<file path="src/rtl/core/pnorm_pkg.sv">
// ============================================================================
// pnorm_pkg: shared types and constants for the PCM peak normalizer
// Sample and product widths, request codes, and the sequencer state type.
// ============================================================================
package pnorm_pkg;

   // Sample width and the fixed width of the target register
   localparam int SAMPLE_WIDTH = 16;
   localparam int TARGET_WIDTH = 16;

   // Product |sample| * target, numerator 2*m*t + p, quotient and header part
   localparam int PROD_WIDTH  = SAMPLE_WIDTH + TARGET_WIDTH;
   localparam int NUM_WIDTH   = PROD_WIDTH + 2;
   localparam int QUOT_WIDTH  = SAMPLE_WIDTH + 1;
   localparam int HEAD_WIDTH  = NUM_WIDTH - QUOT_WIDTH;
   localparam int CMP_WIDTH   = (HEAD_WIDTH > QUOT_WIDTH + 1) ? HEAD_WIDTH : QUOT_WIDTH + 1;
   localparam int CNT_WIDTH   = $clog2(QUOT_WIDTH);

   localparam logic [TARGET_WIDTH-1:0] TARGET_RESET = 16'd32767;

   // Request codes
   typedef enum logic [1:0] {
      REQ_CLEAR   = 2'd0,
      REQ_MEASURE = 2'd1,
      REQ_APPLY   = 2'd2,
      REQ_UNUSED  = 2'd3
   } req_code_type;

   // Sequencer states, one-hot
   typedef enum logic [4:0] {
      ST_IDLE  = 5'b00001,
      ST_MUL   = 5'b00010,
      ST_SETUP = 5'b00100,
      ST_DIV   = 5'b01000,
      ST_FIN   = 5'b10000
   } state_type;

endpackage

</file>
<file path="src/rtl/core/pnorm_req_if.sv">
// ============================================================================
// pnorm_req_if: request channel of the PCM peak normalizer
// Valid/ready handshake carrying a request code and one PCM sample.
// ============================================================================
interface pnorm_req_if import pnorm_pkg::*; ();
   logic                           valid;
   logic                           ready;
   logic [1:0]                     req_type;
   logic signed [SAMPLE_WIDTH-1:0] sample;

   modport source (output valid, output req_type, output sample, input ready);
   modport sink   (input valid, input req_type, input sample, output ready);
endinterface

</file>
<file path="src/rtl/core/pnorm_rsp_if.sv">
// ============================================================================
// pnorm_rsp_if: response channel of the PCM peak normalizer
// Valid/ready handshake carrying one scaled sample and its status flags.
// ============================================================================
interface pnorm_rsp_if import pnorm_pkg::*; ();
   logic                           valid;
   logic                           ready;
   logic signed [SAMPLE_WIDTH-1:0] scaled_sample;
   logic                           clipped;
   logic                           no_peak;

   modport source (output valid, output scaled_sample, output clipped, output no_peak,
                   input ready);
   modport sink   (input valid, input scaled_sample, input clipped, input no_peak,
                   output ready);
endinterface

</file>
<file path="src/rtl/core/pcm_peak_normalizer_core.sv">
// ============================================================================
// pcm_peak_normalizer_core: two-pass peak normalizer for signed PCM samples
// Clear and measure words track the peak magnitude; apply words return
// round(sample * target / peak) through a bit-serial restoring divider.
// ============================================================================
//
//   channel   dir   handshake      payload
//   -------   ---   ------------   -------------------------------------
//   req_chan  in    valid/ready    req_type[1:0], sample[15:0]
//   rsp_chan  out   valid/ready    scaled_sample[15:0], clipped, no_peak
//   csr       in    csr_wr_en      csr_wr_data[15:0] (target_peak)
//
// Clear, measure and unused words finish when accepted. An apply word runs
// accept, a multiply state, a setup state, 17 divider steps (one quotient bit
// per cycle) and a finish state that loads the output register; setup goes to
// finish at once on overflow, and a zero peak goes from accept to finish. One
// word is in work at a time; the response register holds its word while the
// next one runs and only a stalled response holds the sequencer in its last state.
// Reset (synchronous) clears the peak, sets target_peak to 32767 and drops
// the response valid.
module pcm_peak_normalizer_core import pnorm_pkg::*; (
   input  logic                    clock,
   input  logic                    reset,
   pnorm_req_if.sink               req_chan,
   pnorm_rsp_if.source             rsp_chan,
   input  logic                    csr_wr_en,
   input  logic [TARGET_WIDTH-1:0] csr_wr_data
);

   state_type                  state_ff, state_in;
   logic [TARGET_WIDTH-1:0]    target_ff, target_in;
   logic [SAMPLE_WIDTH-1:0]    peak_ff, peak_in;
   logic [SAMPLE_WIDTH-1:0]    mag_ff, mag_in;
   logic                       neg_ff, neg_in;
   logic                       zero_ff, zero_in;
   logic                       ovf_ff, ovf_in;
   logic [PROD_WIDTH-1:0]      prod_ff, prod_in;
   logic [QUOT_WIDTH-1:0]      num_ff, num_in;
   logic [QUOT_WIDTH:0]        rem_ff, rem_in;
   logic [QUOT_WIDTH-1:0]      quot_ff, quot_in;
   logic [CNT_WIDTH-1:0]       cnt_ff, cnt_in;
   logic                       rsp_valid_ff, rsp_valid_in;
   logic [SAMPLE_WIDTH-1:0]    rsp_data_ff, rsp_data_in;
   logic                       rsp_clip_ff, rsp_clip_in;
   logic                       rsp_nopk_ff, rsp_nopk_in;

   logic                       req_fire;
   logic [SAMPLE_WIDTH-1:0]    smp_mag;
   logic [QUOT_WIDTH-1:0]      divisor;
   logic [NUM_WIDTH-1:0]       numer;
   logic [CMP_WIDTH-1:0]       head_ext;
   logic [QUOT_WIDTH:0]        rem_sh;
   logic                       rem_ge;
   logic                       out_load;
   logic [QUOT_WIDTH-1:0]      half_q;
   logic [QUOT_WIDTH-1:0]      sat_mag;
   logic                       sat_clip;

   assign req_fire      = req_chan.valid && req_chan.ready;
   assign req_chan.ready = (state_ff == ST_IDLE);

   // Magnitude of the incoming sample; the most negative value maps to 2^(W-1)
   assign smp_mag = req_chan.sample[SAMPLE_WIDTH-1] ? (~req_chan.sample + 1'b1)
                                                     : req_chan.sample;

   // Divisor 2*peak, numerator 2*m*t + peak
   assign divisor  = {peak_ff, 1'b0};
   assign numer    = NUM_WIDTH'({prod_ff, 1'b0}) + NUM_WIDTH'(peak_ff);
   assign head_ext = CMP_WIDTH'(numer[NUM_WIDTH-1:QUOT_WIDTH]);

   // One restoring step: shift in a numerator bit, subtract when it fits
   assign rem_sh = {rem_ff[QUOT_WIDTH-1:0], num_ff[QUOT_WIDTH-1]};
   assign rem_ge = (rem_sh >= {1'b0, divisor});

   // Saturate the quotient magnitude against the signed range
   assign half_q = QUOT_WIDTH'(1) << (SAMPLE_WIDTH - 1);
   always_comb begin
      if (neg_ff) begin
         sat_clip = ovf_ff || (quot_ff > half_q);
         sat_mag  = sat_clip ? half_q : quot_ff;
      end else begin
         sat_clip = ovf_ff || (quot_ff >= half_q);
         sat_mag  = sat_clip ? (half_q - 1'b1) : quot_ff;
      end
   end

   assign out_load = (state_ff == ST_FIN) && (!rsp_valid_ff || rsp_chan.ready);

   // Sequencer and datapath next state
   always_comb begin
      state_in  = state_ff;
      target_in = csr_wr_en ? csr_wr_data : target_ff;
      peak_in   = peak_ff;
      mag_in    = mag_ff;
      neg_in    = neg_ff;
      zero_in   = zero_ff;
      ovf_in    = ovf_ff;
      prod_in   = prod_ff;
      num_in    = num_ff;
      rem_in    = rem_ff;
      quot_in   = quot_ff;
      cnt_in    = cnt_ff;

      unique case (state_ff)
         ST_IDLE: begin
            if (req_fire) begin
               case (req_chan.req_type)
                  REQ_CLEAR: begin
                     peak_in = '0;
                  end
                  REQ_MEASURE: begin
                     if (smp_mag > peak_ff) begin
                        peak_in = smp_mag;
                     end
                  end
                  REQ_APPLY: begin
                     mag_in  = smp_mag;
                     neg_in  = req_chan.sample[SAMPLE_WIDTH-1];
                     zero_in = (peak_ff == '0);
                     ovf_in  = 1'b0;
                     state_in = (peak_ff == '0) ? ST_FIN : ST_MUL;
                  end
                  default: begin
                  end
               endcase
            end
         end
         ST_MUL: begin
            prod_in  = PROD_WIDTH'(mag_ff) * PROD_WIDTH'(target_ff);
            state_in = ST_SETUP;
         end
         ST_SETUP: begin
            // Quotient does not fit in QUOT_WIDTH bits: saturate at once
            ovf_in  = (head_ext >= CMP_WIDTH'(divisor));
            rem_in  = head_ext[QUOT_WIDTH:0];
            num_in  = numer[QUOT_WIDTH-1:0];
            quot_in = '0;
            cnt_in  = '0;
            state_in = (head_ext >= CMP_WIDTH'(divisor)) ? ST_FIN : ST_DIV;
         end
         ST_DIV: begin
            rem_in  = rem_ge ? (rem_sh - {1'b0, divisor}) : rem_sh;
            quot_in = {quot_ff[QUOT_WIDTH-2:0], rem_ge};
            num_in  = {num_ff[QUOT_WIDTH-2:0], 1'b0};
            cnt_in  = cnt_ff + 1'b1;
            if (cnt_ff == CNT_WIDTH'(QUOT_WIDTH - 1)) begin
               state_in = ST_FIN;
            end
         end
         ST_FIN: begin
            if (out_load) begin
               state_in = ST_IDLE;
            end
         end
         default: begin
            state_in = ST_IDLE;
         end
      endcase
   end

   // Response register: load a finished word, drop valid once taken
   always_comb begin
      rsp_data_in  = rsp_data_ff;
      rsp_clip_in  = rsp_clip_ff;
      rsp_nopk_in  = rsp_nopk_ff;
      rsp_valid_in = rsp_valid_ff && !rsp_chan.ready;
      if (out_load) begin
         rsp_valid_in = 1'b1;
         if (zero_ff) begin
            rsp_data_in = '0;
            rsp_clip_in = 1'b0;
            rsp_nopk_in = 1'b1;
         end else begin
            rsp_data_in = neg_ff ? SAMPLE_WIDTH'(~sat_mag + 1'b1) : SAMPLE_WIDTH'(sat_mag);
            rsp_clip_in = sat_clip;
            rsp_nopk_in = 1'b0;
         end
      end
   end

   // Control registers
   always_ff @(posedge clock) begin
      if (reset) begin
         state_ff     <= ST_IDLE;
         target_ff    <= TARGET_RESET;
         peak_ff      <= '0;
         rsp_valid_ff <= 1'b0;
         cnt_ff       <= '0;
      end else begin
         state_ff     <= state_in;
         target_ff    <= target_in;
         peak_ff      <= peak_in;
         rsp_valid_ff <= rsp_valid_in;
         cnt_ff       <= cnt_in;
      end
   end

   // Payload registers
   always_ff @(posedge clock) begin
      mag_ff      <= mag_in;
      neg_ff      <= neg_in;
      zero_ff     <= zero_in;
      ovf_ff      <= ovf_in;
      prod_ff     <= prod_in;
      num_ff      <= num_in;
      rem_ff      <= rem_in;
      quot_ff     <= quot_in;
      rsp_data_ff <= rsp_data_in;
      rsp_clip_ff <= rsp_clip_in;
      rsp_nopk_ff <= rsp_nopk_in;
   end

   assign rsp_chan.valid         = rsp_valid_ff;
   assign rsp_chan.scaled_sample = rsp_data_ff;
   assign rsp_chan.clipped       = rsp_clip_ff;
   assign rsp_chan.no_peak       = rsp_nopk_ff;

`ifndef NO_ASSERTIONS
   // A response appears only when the sequencer finishes a word
   a_rsp_from_fin: assert property (@(posedge clock) disable iff (reset)
      $rose(rsp_valid_ff) |-> $past(state_ff == ST_FIN))
      else $error("response raised outside the finish state");

   // The peak moves only on an accepted word
   a_peak_hold: assert property (@(posedge clock) disable iff (reset)
      !req_fire |=> $stable(peak_ff))
      else $error("peak changed without an accepted word");

   // The divider never runs past its last quotient bit
   a_div_count: assert property (@(posedge clock) disable iff (reset)
      (state_ff == ST_DIV) |-> (cnt_ff <= CNT_WIDTH'(QUOT_WIDTH - 1)))
      else $error("divider step count out of range");

   // A zero-peak response carries a zero sample and no clip
   a_no_peak_zero: assert property (@(posedge clock) disable iff (reset)
      (rsp_valid_ff && rsp_nopk_ff) |-> (rsp_data_ff == '0 && !rsp_clip_ff))
      else $error("zero-peak response with nonzero payload");
`endif

endmodule
</file>
<file path="src/flat_wrapper.sv">
// flat-port wrapper written by rule: the top's interface ports become plain ports
module pcm_peak_normalizer_core_flat import pnorm_pkg::*;
  (clock, reset, csr_wr_en, csr_wr_data, req_chan_valid, req_chan_req_type, req_chan_sample, req_chan_ready, rsp_chan_valid, rsp_chan_scaled_sample, rsp_chan_clipped, rsp_chan_no_peak, rsp_chan_ready);
  pnorm_req_if req_chan_i ();
  pnorm_rsp_if rsp_chan_i ();
  input  logic clock;
  input  logic reset;
  input  logic csr_wr_en;
  input  logic [TARGET_WIDTH-1:0] csr_wr_data;
  input wire logic [$bits(req_chan_i.valid)-1:0] req_chan_valid;
  input wire logic [$bits(req_chan_i.req_type)-1:0] req_chan_req_type;
  input wire logic [$bits(req_chan_i.sample)-1:0] req_chan_sample;
  output wire logic [$bits(req_chan_i.ready)-1:0] req_chan_ready;
  output wire logic [$bits(rsp_chan_i.valid)-1:0] rsp_chan_valid;
  output wire logic [$bits(rsp_chan_i.scaled_sample)-1:0] rsp_chan_scaled_sample;
  output wire logic [$bits(rsp_chan_i.clipped)-1:0] rsp_chan_clipped;
  output wire logic [$bits(rsp_chan_i.no_peak)-1:0] rsp_chan_no_peak;
  input wire logic [$bits(rsp_chan_i.ready)-1:0] rsp_chan_ready;
  assign req_chan_i.valid = req_chan_valid;
  assign req_chan_i.req_type = req_chan_req_type;
  assign req_chan_i.sample = req_chan_sample;
  assign req_chan_ready = req_chan_i.ready;
  assign rsp_chan_valid = rsp_chan_i.valid;
  assign rsp_chan_scaled_sample = rsp_chan_i.scaled_sample;
  assign rsp_chan_clipped = rsp_chan_i.clipped;
  assign rsp_chan_no_peak = rsp_chan_i.no_peak;
  assign rsp_chan_i.ready = rsp_chan_ready;
  pcm_peak_normalizer_core u_core (.clock(clock), .reset(reset), .req_chan(req_chan_i), .rsp_chan(rsp_chan_i), .csr_wr_en(csr_wr_en), .csr_wr_data(csr_wr_data));
endmodule
</file>
<file path="config.mk">
export PLATFORM = sky130hd
export DESIGN_NAME = pcm_peak_normalizer_core_flat
export DESIGN_NICKNAME = d
export VERILOG_FILES = /design/src/rtl/core/pnorm_pkg.sv /design/src/rtl/core/pnorm_req_if.sv /design/src/rtl/core/pnorm_rsp_if.sv /design/src/rtl/core/pcm_peak_normalizer_core.sv /design/src/flat_wrapper.sv
export SDC_FILE = /design/constraint.sdc
export NUM_CORES = 1
export LEC_CHECK = 0
export BUFFER_PORTS_ARGS = -buffer_cell sky130_fd_sc_hd__buf_2
export CAP_MARGIN = 20
export CORE_MARGIN = 2
export CORE_UTILIZATION = 50
export DETAILED_ROUTE_END_ITERATION = 16
export GPL_TIMING_DRIVEN = 0
export PLACE_DENSITY = 0.66
export SYNTH_ARGS = -nofsm -noshare
export SYNTH_HDL_FRONTEND = slang
export SYNTH_SLANG_ARGS = --single-unit
</file>
<file path="constraint.sdc">
create_clock -name clock -period 9.5 [get_ports clock]
set_input_delay 0.95 -clock clock [delete_from_list [all_inputs] [get_ports clock]]
set_output_delay 0.95 -clock clock [all_outputs]
set_load 0.03 [all_outputs]
</file>
==> results.json <==
{
  "place.gp.congestion": 0.918,
  "setup_viol_count_final": 0,
  "synthArstFlopShare_pct": 0,
  "drive_above_1_share_pct": 5.92,
  "fin_skew_ns": 0.0161,
  "yosys-top-cells-count": "inv_1 (270), nand2_1 (210), fa_1 (196), ha_1 (171), and2_1 (152)",
  "cts_tree": "done",
  "maxSlewHeadroom_pct": 27.0,
  "cap_violations": 0,
  "die_y_microns": 193,
  "fmax_mhz": 140,
  "grt_overflow": 0,
  "route.final.wire_length_microns": 46200,
  "yosys.cell_count.top_type": "inv_1",
  "grt_antenna_before_repair": 0,
  "synthCells": 1885,
  "crit_buf_inv": 4,
  "postLayoutCoreUtil_pct": 54.8,
  "num_vias": 13709,
  "yosys.area.top_type": "fa_1",
  "yosys-top-cells-area": "fa_1 (22%), edfxtp_1 (20%), ha_1 (12%), inv_1 (5.7%), and2_1 (5.3%)",
  "syn_to_final_growth_pct": 8.40,
  "hold_viol": 0,
  "wire_per_inst_microns": 19.0,
  "cp-end-kind": "register",
  "synth-simple-area-share_pct": 17.3,
  "io_pins": 59,
  "layout.nets": 2370,
  "clk_path_buf_depth": 2,
  "via_per_inst": 5.62,
  "clk_pin_slew_ns": 0.07,
  "status": "finished clean",
  "cp_max_fo": 10,
  "initial_core_util_pct": 50.6,
  "critPathTopFamily": "adder cells",
  "yosysUniqueCellTypes": 75,
  "htreeDepth": 4,
  "cts_hold_buffers": 0,
  "ant_nets": 0,
  "clk_latency_ns": 0.45,
  "synth_top_area_share_pct": 21.9,
  "synth_edf_count": 120,
  "portBuffers": 57,
  "ys_seq_area_share_pct": 24.9,
  "muxShareOfSynthArea_pct": 0.727,
  "postCtsSetupBuffers": 0,
  "placed_area_sq_mm": 0.0188,
  "cp.required_ns": 9.68,
  "dp_hpwl_microns": 37000,
  "crit_top_cell": "fa_1",
  "worstSetupStartpointType": "register",
  "crit_chain": "clkbuf_1, nand2_1, fa_1, fa_1, inv_1, fa_1, ha_1, fa_1, inv_1, fa_1, inv_1, ha_1, a211oi_1, nor2b_1, a211oi_1, o41a_1, a21oi_1, o311ai_0, a21oi_1, xnor2_1",
  "synth_fp_nets": 2291,
  "timing.final.crit_share_pct": 75.2,
  "core_sq_mm": 0.0354,
  "synth_top_flop_cell": "edfxtp_1",
  "ys_warn_count": 0,
  "cts_resized": 0,
  "root_buffer": "clkbuf_16",
  "die-width_microns": 193,
  "drt_pre_antenna_iters": 6,
  "diodes": 0,
  "synthXorXnorAreaFrac_pct": 4.11,
  "crit_arrival_ns": 7.33,
  "stdcell_area_sq_mm": 0.0194,
  "period_needed_ns": 7.15,
  "synth.cell_area_sq_mm": 0.0179,
  "synth-adder-area-share_pct": 33.9,
  "grt_pass1_vias": 13587,
  "numCtsBuffers": 17,
  "tightest_slew_ns": 1.08,
  "drc": 0,
  "initialDrtViolationCount": 835,
  "slowest_stage": "fa_1",
  "ys_seq_elements": 163,
  "clock_sinks": 163,
  "synth-compound-area-share_pct": 11.9,
  "worstSetupPathType": "register to register",
  "slowest_delay_ns": 0.60,
  "rsz0062_at_grt": "no",
  "slew_viol_final": 0,
  "avgSynthCellArea_sq_um": 9.49,
  "die-area_sq_mm": 0.0373,
  "fin_tns_setup_ns": 0,
  "grt_pass1_wl_microns": 72900,
  "row_count": 69,
  "hp-class": "register to register",
  "grt_max_degree": 40,
  "globalRouteTotalUtil_pct": 25.8,
  "synth_top_family_by_area": "adder cells"
}
final timing paths:
check	startpoint	end	slack (ns)	cells past startpoint
worst max-delay path	u_core.mag_ff[8]	u_core.prod_ff[31]	2.35	20
worst min-delay path	u_core.cnt_ff[4]	u_core.cnt_ff[4]	0.48	1
worst max register to register	u_core.mag_ff[8]	u_core.prod_ff[31]	2.35	20
worst min register to register	u_core.cnt_ff[4]	u_core.cnt_ff[4]	0.48	1
cell type report:
cell class / count / area, sq um
plain buffers: 71 / 268
clock buffers: 18 / 429
clock inverters: 14 / 154
fillers: 3210 / 16000
inverters: 271 / 1020
multi-input cells: 1380 / 12100
flip-flops and latches: 163 / 4460
well taps: 461 / 577
repair buffers: 60 / 340
worst register-to-register path: cells and delay by family, from the launching register on:
| family | cells | cell delay, ns |
|---|---|---|
| XOR/XNOR | 1 | 0.11 |
| AO/OA/AOI/OAI | 6 | 1.76 |
| adder cells (fa/ha/maj) | 7 | 3.36 |
| buffers and inverters | 4 | 0.73 |
| flip-flops | 1 | 0.58 |
| AND/OR/NAND/NOR | 2 | 0.34 |
sequential cells by signal (all words and copies together) (netlist names):
name / count
u_core.quot_ff: 17
u_core.mag_ff: 16
u_core.prod_ff: 32
u_core.rem_ff: 17
u_core.neg_ff: 1
u_core.rsp_chan.clipped: 1
u_core.cnt_ff: 5
u_core.rsp_chan.no_peak: 1
u_core.num_ff: 17
u_core.rsp_chan.scaled_sample: 16
u_core.target_ff: 16
u_core.zero_ff: 1
u_core.ovf_ff: 1
u_core.peak_ff: 16
u_core.rsp_chan.valid: 1
u_core.state_ff: 5
metrics by stage:
step / hold WS [ns] / setup WS, ns / cells
final: 0.480 / 2.35 / 2438
after global routing: 0.514 / 1.97 / 2438
after CTS: 0.487 / 2.40 / 2438
after detailed placement: 0.470 / 2.44 / 2406
after global placement: 0.465 / 2.50 / 2403
after floorplan: 0.424 / 3.50 / 1885
routing by layer:
layer / track usage [%] / wire [microns] / part of all wire [%] / up-vias
li1: - / - / - / 6448
met1: 34.6 / 20100 / 44 / 6721
met2: 43.4 / 22000 / 48 / 476
met3: 4.11 / 3080 / 6.7 / 64
met4: 6.96 / 983 / 2.1 / 0
met5: 0 / 0 / 0 / -
cells in the final DEF, fill, tap and decap left out, drive strengths merged, types with 62 or more instances in the layout:
cell      n
a21oi    80
and2    154
buf      67
clkbuf   82
edfxtp  120
fa      196
ha      171
inv     274
nand2   210
nor2     62
o21ai    75
logic make-up (layout without fill, tap and decap cells):
kind of cell,after synthesis,after routing
AO/OA/AOI/OAI,320,320
buffers and inverters,342,434
adder cells (fa/ha/maj),367,367
multiplexers,12,12
XOR/XNOR,84,84
AND/OR/NAND/NOR,597,597
flip-flops,163,163
Power is not shown: default switching activity piles up to over one toggle a cycle in this logic, so the estimate is an artifact.
